===== config.mk =====
export PLATFORM = sky130hd
export DESIGN_NAME = matrix4_multiply_core
export DESIGN_NICKNAME = d
export VERILOG_FILES = /design/src/rtl/core/m4mul_pkg.sv /design/src/rtl/core/m4mul_mac.sv /design/src/rtl/core/matrix4_multiply_core.sv
export SDC_FILE = /design/constraint.sdc
export NUM_CORES = 2
export LEC_CHECK = 0
export BUFFER_PORTS_ARGS = -buffer_cell sky130_fd_sc_hd__buf_2
export CAP_MARGIN = 20
export CORE_AREA = 2 2 319 447
export CTS_CLUSTER_DIAMETER = 120
export DETAILED_ROUTE_END_ITERATION = 12
export DIE_AREA = 0 0 321 449
export GPL_ROUTABILITY_DRIVEN = 0
export PLACE_DENSITY_LB_ADDON = 0.1
export SLEW_MARGIN = 40
export SYNTH_ARGS = -nofsm -noshare
export SYNTH_HDL_FRONTEND = slang
export SYNTH_SLANG_ARGS = --single-unit

===== constraint.sdc =====
create_clock -name clk -period 26.8 [get_ports clk]
set_input_delay 5.36 -clock clk [delete_from_list [all_inputs] [get_ports clk]]
set_output_delay 5.36 -clock clk [all_outputs]
set_load 0.1 [all_outputs]

===== src/rtl/core/m4mul_pkg.sv =====
`default_nettype none
// ----------------------------------------------------------------------------
// m4mul_pkg
// shared constants and types of the fixed-point matrix multiply core
// ----------------------------------------------------------------------------
package m4mul_pkg;

	localparam int OP_W   = 2;
	localparam int IDX_W  = 4;
	localparam int VAL_W  = 32;
	localparam int DATA_W = 40;

	localparam logic [OP_W-1:0] OP_LOAD_LEFT  = 2'd0;
	localparam logic [OP_W-1:0] OP_LOAD_RIGHT = 2'd1;
	localparam logic [OP_W-1:0] OP_MULTIPLY   = 2'd2;

	// tag that travels with one product through the multiply-accumulate path
	typedef struct packed {
		logic             vld;
		logic             first;
		logic             last_k;
		logic             last_elem;
		logic [IDX_W-1:0] index;
	} m4mul_tag_t;

endpackage
`default_nettype wire


===== src/rtl/core/m4mul_mac.sv =====
`default_nettype none
// ----------------------------------------------------------------------------
// m4mul_mac
// registered signed multiply, scaled accumulate and 32-bit saturation
// ----------------------------------------------------------------------------
module m4mul_mac #(
	parameter int FRAC_BITS = 16,
	parameter int DIM       = 4
) (
	input  wire                              clk,
	input  wire                              arst_n,
	input  wire logic signed [m4mul_pkg::VAL_W-1:0] op_a,
	input  wire logic signed [m4mul_pkg::VAL_W-1:0] op_b,
	input  wire m4mul_pkg::m4mul_tag_t       tag,
	output logic                             res_vld,
	output logic [m4mul_pkg::VAL_W-1:0]      res_value,
	output logic [m4mul_pkg::IDX_W-1:0]      res_index,
	output logic                             res_last
);
	import m4mul_pkg::*;

	localparam int ACC_W = 2 * VAL_W - FRAC_BITS + $clog2(DIM) + 1;
	localparam logic signed [ACC_W-1:0] SAT_HI = ACC_W'(32'sh7fffffff);
	localparam logic signed [ACC_W-1:0] SAT_LO = ACC_W'(32'sh80000000);

	logic signed [2*VAL_W-1:0] prod_s2;
	m4mul_tag_t                tag_s2;
	logic signed [ACC_W-1:0]   acc_q;
	logic signed [ACC_W-1:0]   prod_sh;
	logic signed [ACC_W-1:0]   acc_base;
	logic signed [ACC_W-1:0]   acc_sum;

	always_ff @(posedge clk or negedge arst_n) begin
		if (!arst_n) begin
			tag_s2 <= '0;
		end else begin
			tag_s2 <= tag;
		end
	end

	always_ff @(posedge clk) begin
		prod_s2 <= op_a * op_b;
		if (tag_s2.vld) begin
			acc_q <= acc_sum;
		end
	end

	// floor scaling of the exact product
	assign prod_sh  = ACC_W'(prod_s2 >>> FRAC_BITS);
	assign acc_base = tag_s2.first ? '0 : acc_q;
	assign acc_sum  = acc_base + prod_sh;

	always_comb begin
		priority if (acc_sum > SAT_HI) begin
			res_value = 32'h7fffffff;
		end else if (acc_sum < SAT_LO) begin
			res_value = 32'h80000000;
		end else begin
			res_value = acc_sum[VAL_W-1:0];
		end
	end

	assign res_vld   = tag_s2.vld & tag_s2.last_k;
	assign res_index = tag_s2.index;
	assign res_last  = tag_s2.last_elem;

endmodule
`default_nettype wire


===== src/rtl/core/matrix4_multiply_core.sv =====
`default_nettype none
// ----------------------------------------------------------------------------
// matrix4_multiply_core
// column-major DIM x DIM signed fixed-point matrix product over two operand
// memories, while terms issue one multiply-accumulate per cycle
// ----------------------------------------------------------------------------
// a multiply walks the start, issue and drain states for each result element;
// each term passes the operand read register, the product register and the
// accumulator into the output register; the element rate is set by the single
// multiply-accumulate unit and the one-deep output register
// the next transaction is accepted once the final element sits in the output
// reset: asynchronous, both matrices read as zero until written
module matrix4_multiply_core #(
	parameter int FRAC_BITS = 16,
	parameter int DIM       = 4
) (
	input  wire                               clk,
	input  wire                               arst_n,
	input  wire                               s_axis_tvalid,
	output logic                              s_axis_tready,
	// element_index[3:0], element_value[35:4], zero fill
	input  wire  [m4mul_pkg::DATA_W-1:0]      s_axis_tdata,
	// op[1:0]
	input  wire  [m4mul_pkg::OP_W-1:0]        s_axis_tuser,
	output logic                              m_axis_tvalid,
	input  wire                               m_axis_tready,
	// result_index[3:0], result_value[35:4], zero fill
	output logic [m4mul_pkg::DATA_W-1:0]      m_axis_tdata,
	output logic                              m_axis_tlast
);
	import m4mul_pkg::*;

	localparam int CELLS = DIM * DIM;
	localparam int AW    = $clog2(CELLS);
	localparam int DW    = $clog2(DIM);
	localparam logic [AW-1:0] DIM_A  = AW'(DIM);
	localparam logic [AW-1:0] E_LAST = AW'(CELLS - 1);
	localparam logic [DW-1:0] K_LAST = DW'(DIM - 1);

	localparam logic [1:0] ST_IDLE  = 2'd0;
	localparam logic [1:0] ST_START = 2'd1;
	localparam logic [1:0] ST_ISSUE = 2'd2;
	localparam logic [1:0] ST_DRAIN = 2'd3;

	logic [1:0]       state_q;
	logic [AW-1:0]    elem_q;
	logic [DW-1:0]    row_q;
	logic [DW-1:0]    k_q;
	logic [AW-1:0]    col_base_q;
	logic [AW-1:0]    laddr_q;
	logic [AW-1:0]    raddr_q;
	logic [CELLS-1:0] left_vld_q;
	logic [CELLS-1:0] right_vld_q;

	logic [VAL_W-1:0] left_mem  [CELLS];
	logic [VAL_W-1:0] right_mem [CELLS];

	logic [VAL_W-1:0] left_rd_s1;
	logic [VAL_W-1:0] right_rd_s1;
	logic             left_ok_s1;
	logic             right_ok_s1;
	m4mul_tag_t       tag_s1;
	m4mul_tag_t       tag_nxt;

	logic [OP_W-1:0]  in_op;
	logic [IDX_W-1:0] in_idx;
	logic [VAL_W-1:0] in_val;
	logic             in_acc;
	logic             idx_ok;
	logic [AW-1:0]    wr_addr;
	logic             wr_left;
	logic             wr_right;

	logic signed [VAL_W-1:0] op_a;
	logic signed [VAL_W-1:0] op_b;
	logic                    res_vld;
	logic [VAL_W-1:0]        res_value;
	logic [IDX_W-1:0]        res_index;
	logic                    res_last;

	logic             out_vld_q;
	logic [VAL_W-1:0] out_value_q;
	logic [IDX_W-1:0] out_index_q;
	logic             out_last_q;

	assign in_op   = s_axis_tuser;
	assign in_idx  = s_axis_tdata[IDX_W-1:0];
	assign in_val  = s_axis_tdata[IDX_W+VAL_W-1:IDX_W];
	assign s_axis_tready = (state_q == ST_IDLE);
	assign in_acc  = s_axis_tvalid & s_axis_tready;
	assign idx_ok  = ({3'b000, in_idx} < 7'(CELLS));
	assign wr_addr = AW'(in_idx);
	assign wr_left  = in_acc & idx_ok & (in_op == OP_LOAD_LEFT);
	assign wr_right = in_acc & idx_ok & (in_op == OP_LOAD_RIGHT);

	// operand memories
	always_ff @(posedge clk) begin
		if (wr_left) begin
			left_mem[wr_addr] <= in_val;
		end
		if (wr_right) begin
			right_mem[wr_addr] <= in_val;
		end
		left_rd_s1  <= left_mem[laddr_q];
		right_rd_s1 <= right_mem[raddr_q];
	end

	always_ff @(posedge clk or negedge arst_n) begin
		if (!arst_n) begin
			left_vld_q  <= '0;
			right_vld_q <= '0;
			left_ok_s1  <= 1'b0;
			right_ok_s1 <= 1'b0;
			tag_s1      <= '0;
		end else begin
			if (wr_left) begin
				left_vld_q[wr_addr] <= 1'b1;
			end
			if (wr_right) begin
				right_vld_q[wr_addr] <= 1'b1;
			end
			left_ok_s1  <= left_vld_q[laddr_q];
			right_ok_s1 <= right_vld_q[raddr_q];
			tag_s1      <= tag_nxt;
		end
	end

	always_comb begin
		tag_nxt           = '0;
		tag_nxt.vld       = (state_q == ST_ISSUE);
		tag_nxt.first     = (k_q == '0);
		tag_nxt.last_k    = (k_q == K_LAST);
		tag_nxt.last_elem = (elem_q == E_LAST);
		tag_nxt.index     = IDX_W'(elem_q);
	end

	// sequencer over result elements and inner-product terms
	always_ff @(posedge clk or negedge arst_n) begin
		if (!arst_n) begin
			state_q    <= ST_IDLE;
			elem_q     <= '0;
			row_q      <= '0;
			k_q        <= '0;
			col_base_q <= '0;
			laddr_q    <= '0;
			raddr_q    <= '0;
		end else begin
			unique case (state_q)
				ST_IDLE: begin
					if (in_acc && in_op == OP_MULTIPLY) begin
						state_q    <= ST_START;
						elem_q     <= '0;
						row_q      <= '0;
						k_q        <= '0;
						col_base_q <= '0;
						laddr_q    <= '0;
						raddr_q    <= '0;
					end
				end
				ST_START: begin
					if (!out_vld_q) begin
						state_q <= ST_ISSUE;
					end
				end
				ST_ISSUE: begin
					laddr_q <= laddr_q + DIM_A;
					raddr_q <= raddr_q + AW'(1);
					if (k_q == K_LAST) begin
						k_q     <= '0;
						state_q <= ST_DRAIN;
					end else begin
						k_q <= k_q + DW'(1);
					end
				end
				ST_DRAIN: begin
					if (res_vld) begin
						if (elem_q == E_LAST) begin
							state_q <= ST_IDLE;
						end else begin
							state_q <= ST_START;
							elem_q  <= elem_q + AW'(1);
							if (row_q == K_LAST) begin
								row_q      <= '0;
								col_base_q <= col_base_q + DIM_A;
								laddr_q    <= '0;
								raddr_q    <= col_base_q + DIM_A;
							end else begin
								row_q   <= row_q + DW'(1);
								laddr_q <= AW'(row_q) + AW'(1);
								raddr_q <= col_base_q;
							end
						end
					end
				end
				default: begin
					state_q <= ST_IDLE;
				end
			endcase
		end
	end

	// entries never written read as zero
	assign op_a = left_ok_s1  ? signed'(left_rd_s1)  : '0;
	assign op_b = right_ok_s1 ? signed'(right_rd_s1) : '0;

	m4mul_mac #(
		.FRAC_BITS (FRAC_BITS),
		.DIM       (DIM)
	) u_mac (
		.clk       (clk),
		.arst_n    (arst_n),
		.op_a      (op_a),
		.op_b      (op_b),
		.tag       (tag_s1),
		.res_vld   (res_vld),
		.res_value (res_value),
		.res_index (res_index),
		.res_last  (res_last)
	);

	// output register
	always_ff @(posedge clk or negedge arst_n) begin
		if (!arst_n) begin
			out_vld_q <= 1'b0;
		end else if (res_vld) begin
			out_vld_q <= 1'b1;
		end else if (m_axis_tready) begin
			out_vld_q <= 1'b0;
		end
	end

	always_ff @(posedge clk) begin
		if (res_vld) begin
			out_value_q <= res_value;
			out_index_q <= res_index;
			out_last_q  <= res_last;
		end
	end

	assign m_axis_tvalid = out_vld_q;
	assign m_axis_tdata  = {{(DATA_W-VAL_W-IDX_W){1'b0}}, out_value_q, out_index_q};
	assign m_axis_tlast  = out_last_q;

endmodule
`default_nettype wire


==> impl_results.md <==
- Arrival time of the worst setup path: around 11 ns
- Reg area: ~37000 µm²
- Core area: 140000 µm²
- DR vias: 50800
- Commonest non-fill, non-tap cell in the layout: edfxtp_1
- WS Path Type: flip-flop to flip-flop
- Full die area: 144000 µm²
- Htree depth: 3
- Routed WL per cell: 26.1 µm
- Syn Area/Cell: 13.0 µm²
- Share of layout cells above drive strength 1: a little under an eighth
- Synth cell types: between 80 and 90
- CTS sink count: 1295
- Residual DRC: 0
- Worst VDD drop: 58.2 µV
- Port-buffer cells: 80
- Critical Path RT: between 20 and 30 ns
- Critical path's largest stage delay: 0.77 ns
- Cts hold-fix bufs: 0
- Cell count after placement: 8234
- CP Launch Type: flip-flop
- Worst Skew: 0.0410 ns
- Clk slew on worst S/H paths: 0.06 ns
- Number of global-route vias before repair: between 50000 and 60000
- Post-Syn Instances: 6539
- Detailed Place HPWL: 151 mm
- RSZ-0062 raised after global routing: no
- Power Dens Cells: 42.0 nW/µm²
- CTS buffer count: 117
- DR pass1 iterations: 7
- Worst hold path class: flip-flop to flip-flop
- Rel. slew slack: roughly 40%
- Global-route wire length before repair: 333 mm
- Initial core utilization: 60.5%
- FMAX: 93.7 MHz
- Final setup viols: 0
- Synth Register Bits: 1295
- CTS tree: done
- Crit share post-route: between 30% and 40%
- Status: finished, final reports clean
- Hold path start: tag_s1[6]
- Synthesis Warnings: 0
- Max Cap Violations: 0
- CTS Buffer Depth: 3
- Least-Margin Pin Slew: 0.904 ns
- Synth async-reset ratio: 5.48%
- I/O pin total: 89
- Initial antenna violation count: 18
- Area delta synth->final: 7.67%
- Seq/Total Area, Yosys: between 40 and 50%
- Post-Route WL: roughly 220 mm
- Max Transition Viols Final: 0
- DRT iter0 DRCs: 4548
- Finished Layout Cells: approximately 8500
- Count of final hold-check violations: 0
- Most area-hungry cell type in the Yosys netlist: edfxtp_1
- Fin Setup TNS: 0 ns
- Multi-input gate area: between 40000 and 50000 µm²
- Nets: 7905
- CTS root buffer: clkbuf_16
- Vias per cell: 6.01
- # resized after CTS: 0
- Top_reg_cell synth: edfxtp_1
- Most frequent CP cell: fa_1
- Die width: 321 µm
- Clk_lat worst skew: 0.77 ns
- Crit path capture type: flip-flop
- Site row count: 163
- Die height: 449 µm
- Total leakage power: 36.8 nW
- Antenna-violating nets left: 0
- Filler cells: slightly above 10000
- CP max stage cell: and2_2
- WHS: 0.349 ns
- Largest net degree at the start of global routing: 72
- Grt ovf: 0
- Total GRT Usage: 31.6%
- Reg-to-reg startpoint: right_ok_s1
- Finished Core Util: between 60% and 70%
- Post-CTS setup buffers: 0
- Main area contributors after synthesis: edfxtp_1 (39%), fa_1 (26%), mux4_2 (6.1%)
- Synth top area share: approximately 39%
- Crit-path max FO: 43
- Leading cell types in the layout, fill and taps excluded: edfxtp_1 (1112), fa_1 (1082), inv_1 (1010), nand2_1 (649), nor2_1 (587)
- Mapped Area: between 80000 and 90000 µm²
- EDFF count, synth: 1112
- Fin crit period: 10.68 ns
- CP startpoint: right_ok_s1
==> state kept, by name (all words and copies together) (netlist names), 8 cells and up <==
signal / count
right_rd_s1: 32
u_mac.acc_q: 51
u_mac.prod_s2: 48
out_value_q: 32
left_rd_s1: 32
tag_s1: 8
right_vld_q: 16
left_mem: 512
right_mem: 512
left_vld_q: 16
==> path summary, 6_finish.rpt <==
kind	end	slack, ns	depth (start not counted)
setup / recovery	u_mac.prod_s2[63]	16.12	29
hold / removal	u_mac.tag_s2[6]	0.35	0
setup reg to reg	u_mac.prod_s2[63]	16.12	29
hold reg to reg	u_mac.tag_s2[6]	0.35	0
max in group asynchronous	laddr_q[0]	21.69	1
min in group asynchronous	elem_q[1]	4.60	1
==> Yosys cell counts, types with 59 or more instances <==
library cell	n
mux4_2	231
xnor2_1	62
nand2_1	663
nor2b_1	67
and2_1	59
inv_1	1011
mux2i_1	108
ha_1	239
o21ai_0	131
edfxtp_1	1112
dfxtp_1	112
clkbuf_1	266
fa_1	1082
a21oi_1	131
dfrtp_1	71
nor2_1	619
==> where the power goes <==
part | switching, mW | internal, mW
registers | 0.00000000000000000624 | 2.18
clock network | 0.746 | 0.880
logic | 0.0286 | 0.00265
total | 0.774 | 3.07
==> kinds of logic (layout without fill, tap and decap cells) <==
logic type | count (synthesis) | in the layout | synth area share [%]
AOI/OAI and AO/OA | 527 | 527 | 4.13
xor gates and xnor gates | 106 | 106 | 1.11
adders and majority gates | 1321 | 1321 | 29.1
buffers and inverters | 1343 | 1442 | 6.04
DFF | 1295 | 1295 | 44.1
muxes | 366 | 366 | 7.76
other | 1 | 8 | 0.00442
and+or+nand+nor | 1580 | 1580 | 7.80
==> layout make-up <==
cell class / instances / area share (%)
well taps: 1815 / 2.49
diodes: 4 / 0.0110
multi-input cells: 3904 / 46.7
flip-flops and latches: 1295 / 41.0
clock inverters: 62 / 0.551
inverters: 1012 / 4.16
clock buffers: 160 / 3.52
repair buffers: 208 / 1.60
==> layer usage <==
metal	global-route usage [%]	up-vias	share of wire [%]
met2	54.6	2171	51
met3	5.67	738	7.2
li1	-	21600	-
met1	37.4	26300	35
met4	17.4	10	6.7
met5	0	-	0.027
==> worst max-delay path: cells and delay by family, from the launching register on <==
kind	cells	cell delay, ns
fa+ha+maj	9	4.41
buf+inv	7	1.00
flops	1	0.34
simple gates	4	2.01
xor+xnor	1	0.42
compound gates	8	2.23
==> through the flow <==
step | total power [mW] | area (µm²) | setup WS [ns]
floorplan | 2.23 | 84900 | 18.07
global placement | 2.26 | 87400 | 16.06
detailed placement | 2.26 | 87600 | 16.13
CTS | 3.87 | 91300 | 16.10
global route | 3.95 | 91300 | 15.74
finish | 3.84 | 91400 | 16.12
Power figures use the tool's default switching activity.
